File: src/hdl/dtwsc_pkg.sv
// Shared types and constants of the slope-constrained backward DTW block.
// Used by the row buffer, the cell unit, the top level and the checker.
// Depends on nothing.
package dtwsc_pkg;

	localparam int MAX_LEN_DEF = 256;
	localparam int LEN_W       = 9;
	localparam int DIST_W      = 16;
	localparam int COST_W      = 32;
	localparam int SUM_W       = 34;
	localparam int POS_W       = 8;
	localparam int CODE_W      = 3;
	localparam int CFG_IDX_W   = 1;

	localparam logic [COST_W-1:0] COST_MAX = '1;

	typedef enum logic [CODE_W-1:0] {
		STEP_GOAL    = 3'd0,
		STEP_21      = 3'd1,
		STEP_11      = 3'd2,
		STEP_12      = 3'd3,
		STEP_NOWHERE = 3'd4
	} step_code_t;

	typedef enum logic [CFG_IDX_W-1:0] {
		REG_LEN_A = 1'b0,
		REG_LEN_B = 1'b1
	} cfg_reg_t;

	// Which successor steps stay inside the grid for the current cell.
	typedef struct packed {
		logic goal;
		logic s21;
		logic s11;
		logic s12;
	} cand_ok_t;

	// Row buffer controls for one cycle.
	typedef struct packed {
		logic wr_en;
		logic rotate;
	} rb_ctrl_t;

endpackage

File: src/hdl/dtwsc_cell.sv
// Cell unit: takes the goal cell's own distance, else forms the three weighted
// candidate sums and picks the cheapest in-range one, saturating to all ones. Depends on dtwsc_pkg.
module dtwsc_cell (
	input  dtwsc_pkg::cand_ok_t              ok,
	input  logic [dtwsc_pkg::DIST_W-1:0]     d,
	input  logic [dtwsc_pkg::DIST_W-1:0]     d_below,
	input  logic [dtwsc_pkg::DIST_W-1:0]     d_prev,
	input  logic [dtwsc_pkg::COST_W-1:0]     c_after1,
	input  logic [dtwsc_pkg::COST_W-1:0]     c_next1,
	input  logic [dtwsc_pkg::COST_W-1:0]     c_next2,
	output logic [dtwsc_pkg::COST_W-1:0]     cost,
	output dtwsc_pkg::step_code_t            code
);

	localparam int SW = dtwsc_pkg::SUM_W;

	logic [SW-1:0] sum21;
	logic [SW-1:0] sum11;
	logic [SW-1:0] sum12;

	assign sum21 = SW'(c_after1) + (SW'(d_below) << 1) + SW'(d);
	assign sum11 = SW'(c_next1) + (SW'(d) << 1);
	assign sum12 = SW'(c_next2) + (SW'(d_prev) << 1) + SW'(d);

	// Best starts at all ones, so a strict compare also rejects saturated sums.
	// Ties keep the earlier step.
	always_comb begin
		logic [SW-1:0] best;
		best = SW'(dtwsc_pkg::COST_MAX);
		code = dtwsc_pkg::STEP_NOWHERE;
		if (ok.goal) begin
			best = SW'(d);
			code = dtwsc_pkg::STEP_GOAL;
		end else begin
			if (ok.s21 && sum21 < best) begin
				best = sum21;
				code = dtwsc_pkg::STEP_21;
			end
			if (ok.s11 && sum11 < best) begin
				best = sum11;
				code = dtwsc_pkg::STEP_11;
			end
			if (ok.s12 && sum12 < best) begin
				best = sum12;
				code = dtwsc_pkg::STEP_12;
			end
		end
		cost = best[dtwsc_pkg::COST_W-1:0];
	end

endmodule

File: config.mk
export PLATFORM = sky130hd
export DESIGN_NAME = dtwsc_cell
export DESIGN_NICKNAME = d
export VERILOG_FILES = /design/src/hdl/dtwsc_pkg.sv /design/src/hdl/dtwsc_cell.sv
export SDC_FILE = /design/constraint.sdc
export NUM_CORES = 1
export LEC_CHECK = 0
export BUFFER_PORTS_ARGS = -buffer_cell sky130_fd_sc_hd__buf_4
export CAP_MARGIN = 20
export CORE_MARGIN = 4
export CORE_UTILIZATION = 40
export DETAILED_ROUTE_END_ITERATION = 6
export SYNTH_ARGS = -nofsm -noshare
export SYNTH_HDL_FRONTEND = slang
export SYNTH_SLANG_ARGS = --single-unit
File: constraint.sdc
create_clock -name vclk -period 11.25
set_input_delay 1.125 -clock vclk [all_inputs]
set_output_delay 1.125 -clock vclk [all_outputs]
set_load 0.01 [all_outputs]
# Word level (Yosys, flattened, before mapping)
# Index checks and enable logic that the tools add are counted.
# op_classes
order_cmp	3
n_reduce_logical	3
n_addsub	5
mux	10
# op_table
op	n
34-bit two-way mux	4
32-bit by 17-bit adder with 33-bit output	3
33-bit by 16-bit adder with 34-bit output	2
32-bit two-way mux	2
33-bit by 34-bit less-than comparator with 1-bit output	1
34-bit by 32-bit less-than comparator with 1-bit output, second input constant	1
34-bit less-than comparator	1
3-bit two-way mux	4
1-bit logical AND	3
# totals
out_inout_bits	35
regBits	0
in_bits	148
elab_cells	21

# Longest topological paths before layout
# Gate-level depths: netlist of the first run.
# logic_depth
depth_word	14
mapped_depth	36
mapped_depth_nobuf	31

# Least setup slack after synthesis of the first run
# Ideal clock, no wire load.
# synth_timing
path_kind	in2out
start	in d[1] in the netlist's numbering
end	out cost[21] in the netlist's numbering
path_stages	36
path_buffers	5
arrival_time_ps	8603
required_ps	10125
setup_slack_ps	1522
path_cell_list	fa_1 > ha_1 > fa_1 > a211oi_1 > o21ai_0 > nand4_1 > o211ai_1 > a2111oi_0 > nor4b_1 > nand4b_1 > nand2_1 > nor2_1 > ha_1 > a21o_1 > a21o_1 > a2111oi_2 > o21ai_1 > or3_1 > buf_2 > or2_1 > clkbuf_1 > buf_2 > buf_2 > nand3_1 > o21ai_0 > ha_1 > nand4_1 > nor3_1 > nand4_1 > nor4_1 > o21a_1 > nor2_1 > a31oi_4 > nand2_1 > buf_2 > o2bb2ai_1
# synth_via
elab_chain_cells	13
word_cells_on_any_way	15
cone_classes	3 x add/sub; 3 x order compare; 6 x mux; 3 x reduce/logical
# synth_lines
element	line	text
from (decl)	dtwsc_cell.sv:5	input logic [dtwsc_pkg::DIST_W-1:0] d,
33-bit by 16-bit adder with 34-bit output	dtwsc_cell.sv:21	assign sum21 = SW'(c_after1) + (SW'(d_below) << 1) + SW'(d);
34-bit by 32-bit less-than comparator with 1-bit output	dtwsc_cell.sv:35	if (ok.s21 && sum21 < best) begin
1-bit logical AND	dtwsc_cell.sv:35	
34-bit two-way mux	dtwsc_cell.sv:35	
34-bit two-way mux	dtwsc_cell.sv:31	if (ok.goal) begin
33-bit by 34-bit less-than comparator with 1-bit output	dtwsc_cell.sv:39	if (ok.s11 && sum11 < best) begin
1-bit logical AND	dtwsc_cell.sv:39	
34-bit two-way mux	dtwsc_cell.sv:39	
34-bit two-way mux	dtwsc_cell.sv:31	
34-bit less-than comparator	dtwsc_cell.sv:43	if (ok.s12 && sum12 < best) begin
1-bit logical AND	dtwsc_cell.sv:43	
32-bit two-way mux (*)	dtwsc_cell.sv:43	
32-bit two-way mux (*)	dtwsc_cell.sv:31	
to (decl)	dtwsc_cell.sv:11	output logic [dtwsc_pkg::COST_W-1:0] cost,
# Mark *: on every way between the ends. The rest lies on a longest branch, timed or not. The select of a mux whose other input is x is not followed.

# Worst setup path in the final report of the first run
# layout_timing
start	in d[1] in the netlist's numbering
end	out cost[1] in the netlist's numbering
# layout_via
elab_chain_cells	13
word_cells_on_any_way	15
cone_classes	3 x add/sub; 3 x order compare; 6 x mux; 3 x reduce/logical
# layout_lines
element	line
33-bit by 16-bit adder with 34-bit output	dtwsc_cell.sv:21
34-bit by 32-bit less-than comparator with 1-bit output	dtwsc_cell.sv:35
1-bit logical AND	dtwsc_cell.sv:35
34-bit two-way mux	dtwsc_cell.sv:35
34-bit two-way mux	dtwsc_cell.sv:31
33-bit by 34-bit less-than comparator with 1-bit output	dtwsc_cell.sv:39
1-bit logical AND	dtwsc_cell.sv:39
34-bit two-way mux	dtwsc_cell.sv:39
34-bit two-way mux	dtwsc_cell.sv:31
34-bit less-than comparator	dtwsc_cell.sv:43
1-bit logical AND	dtwsc_cell.sv:43
32-bit two-way mux	dtwsc_cell.sv:43
32-bit two-way mux (*)	dtwsc_cell.sv:31
# Marks and branches as above.

==> impl_metrics.env, run 1 <==
export IMPL_place_detailed_hpwl_microns=20600
export IMPL_drtPass1Iterations=5
export IMPL_gp_congestion=0.936
export IMPL_grt_usage_pct=22.8
export IMPL_finish_cell_count_without_fillers=1323
export IMPL_final_clkbuf_count=0
export IMPL_min_delay_worst_type="in2out"
export IMPL_antenna_violations_before_repair=0
export IMPL_std_cell_rows=47
export IMPL_clock_power_share_pct=0
export IMPL_fp_dieArea_sq_um=19500
export IMPL_fillers=1757
export IMPL_worst_slew_pin_slew_ns=0.853
export IMPL_floorplan_die_height_microns=140
export IMPL_placed_cells=1322
export IMPL_worstSetupEndpointType="output pin"
export IMPL_post_route_worst_setup_slack_ns=0.558
export IMPL_p_per_area_nw_per_um2=86.8
export IMPL_vias_per_cell=5.86
export IMPL_total_power_uw=744
export IMPL_post_synth_fa_ha_maj_area_fraction_pct=30.8
export IMPL_period_share_pct=95.0
export IMPL_grt_max_degree=35
export IMPL_synth_cell_area_sq_um=6930
export IMPL_crit_slowest_cell="fa_1"
export IMPL_congestion_overflow_gr=0
export IMPL_worst_setup_path_start_kind="input port"
export IMPL_max_freq_mhz=93.5
export IMPL_setup_violations_final=0
export IMPL_pre_cts_ws_ns=0.231
export IMPL_power_report_internal_total_uw=323
export IMPL_layout_drive_gt1_share_pct=20.4
export IMPL_ctsHoldBuffers=0
export IMPL_area_of_the_multi_input_gates_sq_um=6730
export IMPL_path_buf_inv=4
export IMPL_grt_pass1_wl_microns=37400
export IMPL_worst_ir_drop_vdd_v=0.0000332
export IMPL_final_seq_area_sq_um=0
export IMPL_critical_path_max_stage_delay_ns=0.48
export IMPL_power_switching_uw=422
export IMPL_total_leakage_power_uw=0.00388
export IMPL_cp_required_ns=10.13
export IMPL_antenna_cells=0
export IMPL_effective_utilization_at_floorplan_pct=41.3
export IMPL_fp_dieW_microns=140
export IMPL_rsz0062_at_grt="false"
export IMPL_syn_instance_count=938
export IMPL_drt_wl_total_microns=23600
export IMPL_ys_warnings_count=0
export IMPL_crit_path_class="in2out"
export IMPL_synth_simple_area_share_pct=26.7
export IMPL_drt_iter0_markers=510
export IMPL_timing_hold_violations_final=0
export IMPL_routed_wire_length_per_instance_microns=17.9
export IMPL_max_cap_viol_count=0
export IMPL_seq_area_frac_synth_pct=0
export IMPL_top_level_ports=183
export IMPL_status="finished, final reports clean"
export IMPL_n_sequential_cell=0
export IMPL_synth_compound_area_share_pct=27.5
export IMPL_critical_path_peak_fanout=34
export IMPL_netSwitchingFraction_pct=56.6
export IMPL_synthDistinctLibCells=66
export IMPL_setup_total_negative_slack_ns=0
export IMPL_synthToLayoutAreaGrowth_pct=23.7
export IMPL_layout_core_utilization_pct=51.2
export IMPL_synth_top_family_by_area="adder cells"
export IMPL_nNetsFinal=1404
export IMPL_xor_xnor_portion_of_the_synthesized_cell_area_pct=8.47
export IMPL_slew_headroom_pct=43.1
export IMPL_syn_avg_cell_area_sq_um=7.39
export IMPL_placeableCoreArea_sq_um=16800
export IMPL_timing_critical_path_arrival_ns=9.57
export IMPL_crit_family="simple AND/OR/NAND/NOR gates"
export IMPL_synth_area_mux_share_pct=3.05
export IMPL_first_global_vias=7219
export IMPL_count_of_port_buffers_added_during_placement=183
export IMPL_synth_fp_nets=1237
export IMPL_detail_route_drc_violations=0
export IMPL_pwr_share_comb_pct=100.0
export IMPL_final_ant_viol_nets=0
export IMPL_vias=7752
export IMPL_post_route_minimum_period_ns=10.69
export IMPL_timing_final_max_slew_violations=0
export IMPL_power_frac_seq_pct=0
## final cells by class
cell class	count	share of cell area [%]
tap	220	3.21
timing repair buffer	195	17.1
multi-input combinational	880	78.4
inverter	28	1.23
## logic make-up after synthesis
logic type	Yosys count
adder cells (fa/ha/maj)	151
buffers and inverters	58
XOR/XNOR	67
AND/OR/NAND/NOR	354
AO/OA/AOI/OAI	287
multiplexers	20
other	1
## cells in the final DEF, fill, tap and decap left out, types with 14 or more instances in the layout
| cell type | count |
|---|---|
| inv_1 | 28 |
| nand3_1 | 45 |
| fa_1 | 33 |
| o21bai_1 | 14 |
| and3_1 | 16 |
| buf_4 | 194 |
| xor2_1 | 23 |
| a21oi_1 | 59 |
| nor3_1 | 32 |
| o21ai_0 | 67 |
| xnor2_1 | 44 |
| nor2_1 | 57 |
| a21o_1 | 27 |
| ha_1 | 118 |
| nand2b_1 | 16 |
| nand4_1 | 24 |
| and2_1 | 17 |
| nand2_1 | 75 |
| o211ai_1 | 17 |
## timing repair
item | CTS | global route
resized for setup | 0 | 9
buffers inserted | 0 | 1
endpoints found under the setup margin | 0 | 34
## metal layers
metal | track usage (%) | wire length, microns | vias up
li1 | - | - | 3910
met1 | 32.4 | 10900 | 3562
met2 | 38.1 | 10900 | 258
met3 | 2.33 | 1360 | 22
met4 | 3.67 | 444 | 0
met5 | 0 | 0 | -
## metrics by stage
stage / hold WS, ns / cell area [sq um]
floorplan: 2.38 / 6930
global placement: 2.61 / 8530
detailed placement: 2.60 / 8530
CTS: 2.61 / 8530
global route: 2.64 / 8570
finish: 2.62 / 8570
## Yosys cell counts (5+ instances only)
master / number / area, sq um
ha_1: 118 / 1480
nand2_1: 76 / 285
o21ai_0: 67 / 335
a21oi_1: 60 / 300
nor2_1: 58 / 218
nand3_1: 45 / 225
xnor2_1: 44 / 385
fa_1: 33 / 661
nor3_1: 33 / 165
inv_1: 28 / 105
a21o_1: 27 / 203
nand4_1: 24 / 150
xor2_1: 23 / 201
clkbuf_1: 21 / 78.8
and2_1: 17 / 106
o211ai_1: 17 / 128
and3_1: 16 / 100
nand2b_1: 16 / 100
o21bai_1: 14 / 105
a31oi_1: 13 / 81.3
o2bb2ai_1: 13 / 114
nor4_1: 12 / 75.1
and4_1: 11 / 96.3
mux2i_1: 11 / 110
o21a_1: 11 / 82.6
or3_1: 11 / 68.8
a211oi_1: 9 / 67.6
mux2_2: 9 / 101
buf_2: 8 / 40.0
o2111ai_1: 8 / 70.1
nor3b_1: 7 / 52.6
a311oi_1: 5 / 43.8
nand3b_1: 5 / 37.5
nor2b_1: 5 / 31.3
o21ai_1: 5 / 25.0
or2_2: 5 / 31.3
## path summary, 6_finish.rpt
path / to / from / cells after the start / slack [ns]
hold / removal: code[1] / ok[3] / 3 / 2.62
setup / recovery: cost[1] / d[1] / 35 / 0.56
## power groups by stage
stage	combinational [uW]	sequential [uW]	clock (uW)
after detailed placement	732	0	0
final	744	0	0
after floorplan	506	0	0
after CTS	738	0	0
after global placement	736	0	0
after global routing	836	0	0
No activity file was read; power rests on OpenSTA's default activity.
==> run 2, diff against run 1 <==
--- a/config.mk
+++ b/config.mk
@@ -5,6 +5,7 @@
 export SDC_FILE = /design/constraint.sdc
 export NUM_CORES = 1
 export LEC_CHECK = 0
+export ABC_AREA = 1
 export BUFFER_PORTS_ARGS = -buffer_cell sky130_fd_sc_hd__buf_4
 export CAP_MARGIN = 20
 export CORE_MARGIN = 4
==> impl_metrics.env, run 2 <==
export IMPL_top_level_ports=183
export IMPL_timing_final_max_slew_violations=0
export IMPL_synth_fp_nets=1587
export IMPL_worst_ir_drop_vdd_v=0.0000322
export IMPL_drt_wl_total_microns=25000
export IMPL_mostFrequentLayoutCells="nand2_1 (404), inv_1 (203), buf_4 (187)"
export IMPL_crit_slowest_cell="o21ai_0"
export IMPL_fp_dieArea_sq_um=20700
export IMPL_max_cap_viol_count=0
export IMPL_n_sequential_cell=0
export IMPL_total_leakage_power_uw=0.00516
export IMPL_timing_critical_path_arrival_ns=9.21
export IMPL_synth_top_family_by_area="simple AND/OR/NAND/NOR gates"
export IMPL_synth_top_cell_by_area="nand2_1"
export IMPL_leading_cell_type_by_number_of_instances_after_synthesis="nand2_1"
export IMPL_synthToLayoutAreaGrowth_pct=21.4
export IMPL_grt_usage_pct=23.6
export IMPL_timing_hold_worst_start="d[0]"
export IMPL_antenna_cells=0
export IMPL_std_cell_rows=49
export IMPL_synth_cell_area_sq_um=7370
export IMPL_rsz0062_at_grt="false"
export IMPL_cp_required_ns=10.13
export IMPL_ctsHoldBuffers=0
export IMPL_layout_cells_most_common="nand2_1"
export IMPL_whs_endpoint="cost[0]"
export IMPL_seq_area_frac_synth_pct=0
export IMPL_detail_route_drc_violations=0
export IMPL_max_freq_mhz=96.7
export IMPL_final_ant_viol_nets=0
export IMPL_post_synth_main_area_contributors="nand2_1 (21%), ha_1 (20%), inv_1 (10%)"
export IMPL_post_synth_fa_ha_maj_area_fraction_pct=29.0
export IMPL_critical_path_max_stage_delay_ns=0.52
export IMPL_congestion_overflow_gr=0
export IMPL_place_detailed_hpwl_microns=22500
export IMPL_antenna_violations_before_repair=0
export IMPL_gp_congestion=0.930
export IMPL_synth_compound_area_share_pct=13.0
export IMPL_min_delay_path_depth=4
export IMPL_vias=8449
export IMPL_post_route_minimum_period_ns=10.34
export IMPL_count_of_port_buffers_added_during_placement=183
export IMPL_grt_pass1_wl_microns=39800
export IMPL_timing_critical_path_mode_cell="nand2_1"
export IMPL_layout_drive_gt1_share_pct=14.9
export IMPL_pre_cts_ws_ns=0.981
export IMPL_nNetsFinal=1753
export IMPL_syn_avg_cell_area_sq_um=5.72
export IMPL_min_delay_worst_type="in2out"
export IMPL_drtPass1Iterations=5
export IMPL_final_clkbuf_count=0
export IMPL_fillers=2011
export IMPL_placeableCoreArea_sq_um=18000
export IMPL_fp_dieW_microns=144
export IMPL_critical_path_peak_fanout=46
export IMPL_synthDistinctLibCells=46
export IMPL_slew_headroom_pct=50.3
export IMPL_worst_setup_path_start_kind="input port"
export IMPL_synthTopCellsByCount="nand2_1 (404), inv_1 (203), ha_1 (118)"
export IMPL_p_per_area_nw_per_um2=77.6
export IMPL_synth_area_mux_share_pct=0
export IMPL_synth_simple_area_share_pct=38.8
export IMPL_xor_xnor_portion_of_the_synthesized_cell_area_pct=7.01
export IMPL_first_global_vias=8021
export IMPL_final_seq_area_sq_um=0
export IMPL_vias_per_cell=5.03
export IMPL_effective_utilization_at_floorplan_pct=40.9
export IMPL_drt_iter0_markers=426
export IMPL_cts_resized=0
export IMPL_ys_warnings_count=0
export IMPL_status="finished, final reports clean"
export IMPL_routed_wire_length_per_instance_microns=14.8
export IMPL_setup_total_negative_slack_ns=0
export IMPL_grt_max_degree=47
export IMPL_post_route_worst_setup_slack_ns=0.913
export IMPL_syn_instance_count=1288
export IMPL_timing_hold_violations_final=0
export IMPL_crit_path_class="in2out"
export IMPL_period_share_pct=91.9
export IMPL_setup_violations_final=0
export IMPL_synthDominantCellAreaShare_pct=20.6
export IMPL_worst_slew_pin_slew_ns=0.745
export IMPL_worstSetupEndpointType="output pin"
export IMPL_postCtsSetupRepairBufs=0
export IMPL_floorplan_die_height_microns=144
[run 2: changes by cell type in the layout (fill, tap and decap cells not counted), moves of 23 or more]
cell     before  now
nand3_1      45  103
a21o_1       27    2
nor2_1       57  117
nand2_1      75  404
o21ai_0      67   44
xnor2_1      44   19
inv_1        28  203
[run 2: worst max path at each step]
stage          start        to  slack (ns)  cells after the start
6_report        d[1]  cost[13]        0.91                     42
2_1_floorplan   d[1]   code[0]        2.77                     44
4_1_cts         d[1]  cost[10]        0.96                     43
3_3_place_gp    d[1]  cost[10]        1.01                     43
3_5_place_dp    d[1]  cost[10]        0.98                     43
5_1_grt         d[1]  cost[12]        0.02                     43
[run 2: layout make-up]
type / instances / area (sq um) / area share (%)
repair buffers: 187 / 1400 / 15.7
well taps: 229 / 287 / 3.20
inverters: 207 / 777 / 8.68
multi-input cells: 1058 / 6480 / 72.4
[run 2: cell families (layout without fill, tap and decap cells)]
family                   Yosys count  after routing
other                              1              1
adder cells (fa/ha/maj)          151            151
buffers and inverters            230            394
XOR/XNOR                          59             59
AO/OA/AOI/OAI                    163            163
AND/OR/NAND/NOR                  684            684
[run 2: critical path, delay by kind of cell]
kind                     cells  cell delay (ns)
buffers and inverters        6             1.26
AO/OA/AOI/OAI                6             1.31
AND/OR/NAND/NOR             25             3.64
adder cells (fa/ha/maj)      5             1.81
[run 2: report_power, final]
group	internal [uW]	switching [uW]
clock network	0	0
registers	0	0
logic	273	422
total	273	422
[run 2: metrics by stage]
| step | cells | util, % | instance area [sq um] | power, uW | hold WS (ns) |
|---|---|---|---|---|---|
| 3_5_place_dp | 1681 | 49.6 | 8950 | 688 | 2.59 |
| 2_1_floorplan | 1288 | - | 7370 | 474 | 2.37 |
| 4_1_cts | 1681 | 49.6 | 8950 | 693 | 2.59 |
| 5_1_grt | 1681 | 49.6 | 8950 | 795 | 2.62 |
| 6_report | 1681 | 49.6 | 8950 | 695 | 2.59 |
| 3_3_place_gp | 1681 | 49.6 | 8950 | 688 | 2.59 |
[run 2: per-layer routing]
metal	wire, microns	GRT usage [%]
met5	0	0
met4	400	3.17
met3	1420	0.998
met2	10900	38.9
met1	12200	34.9
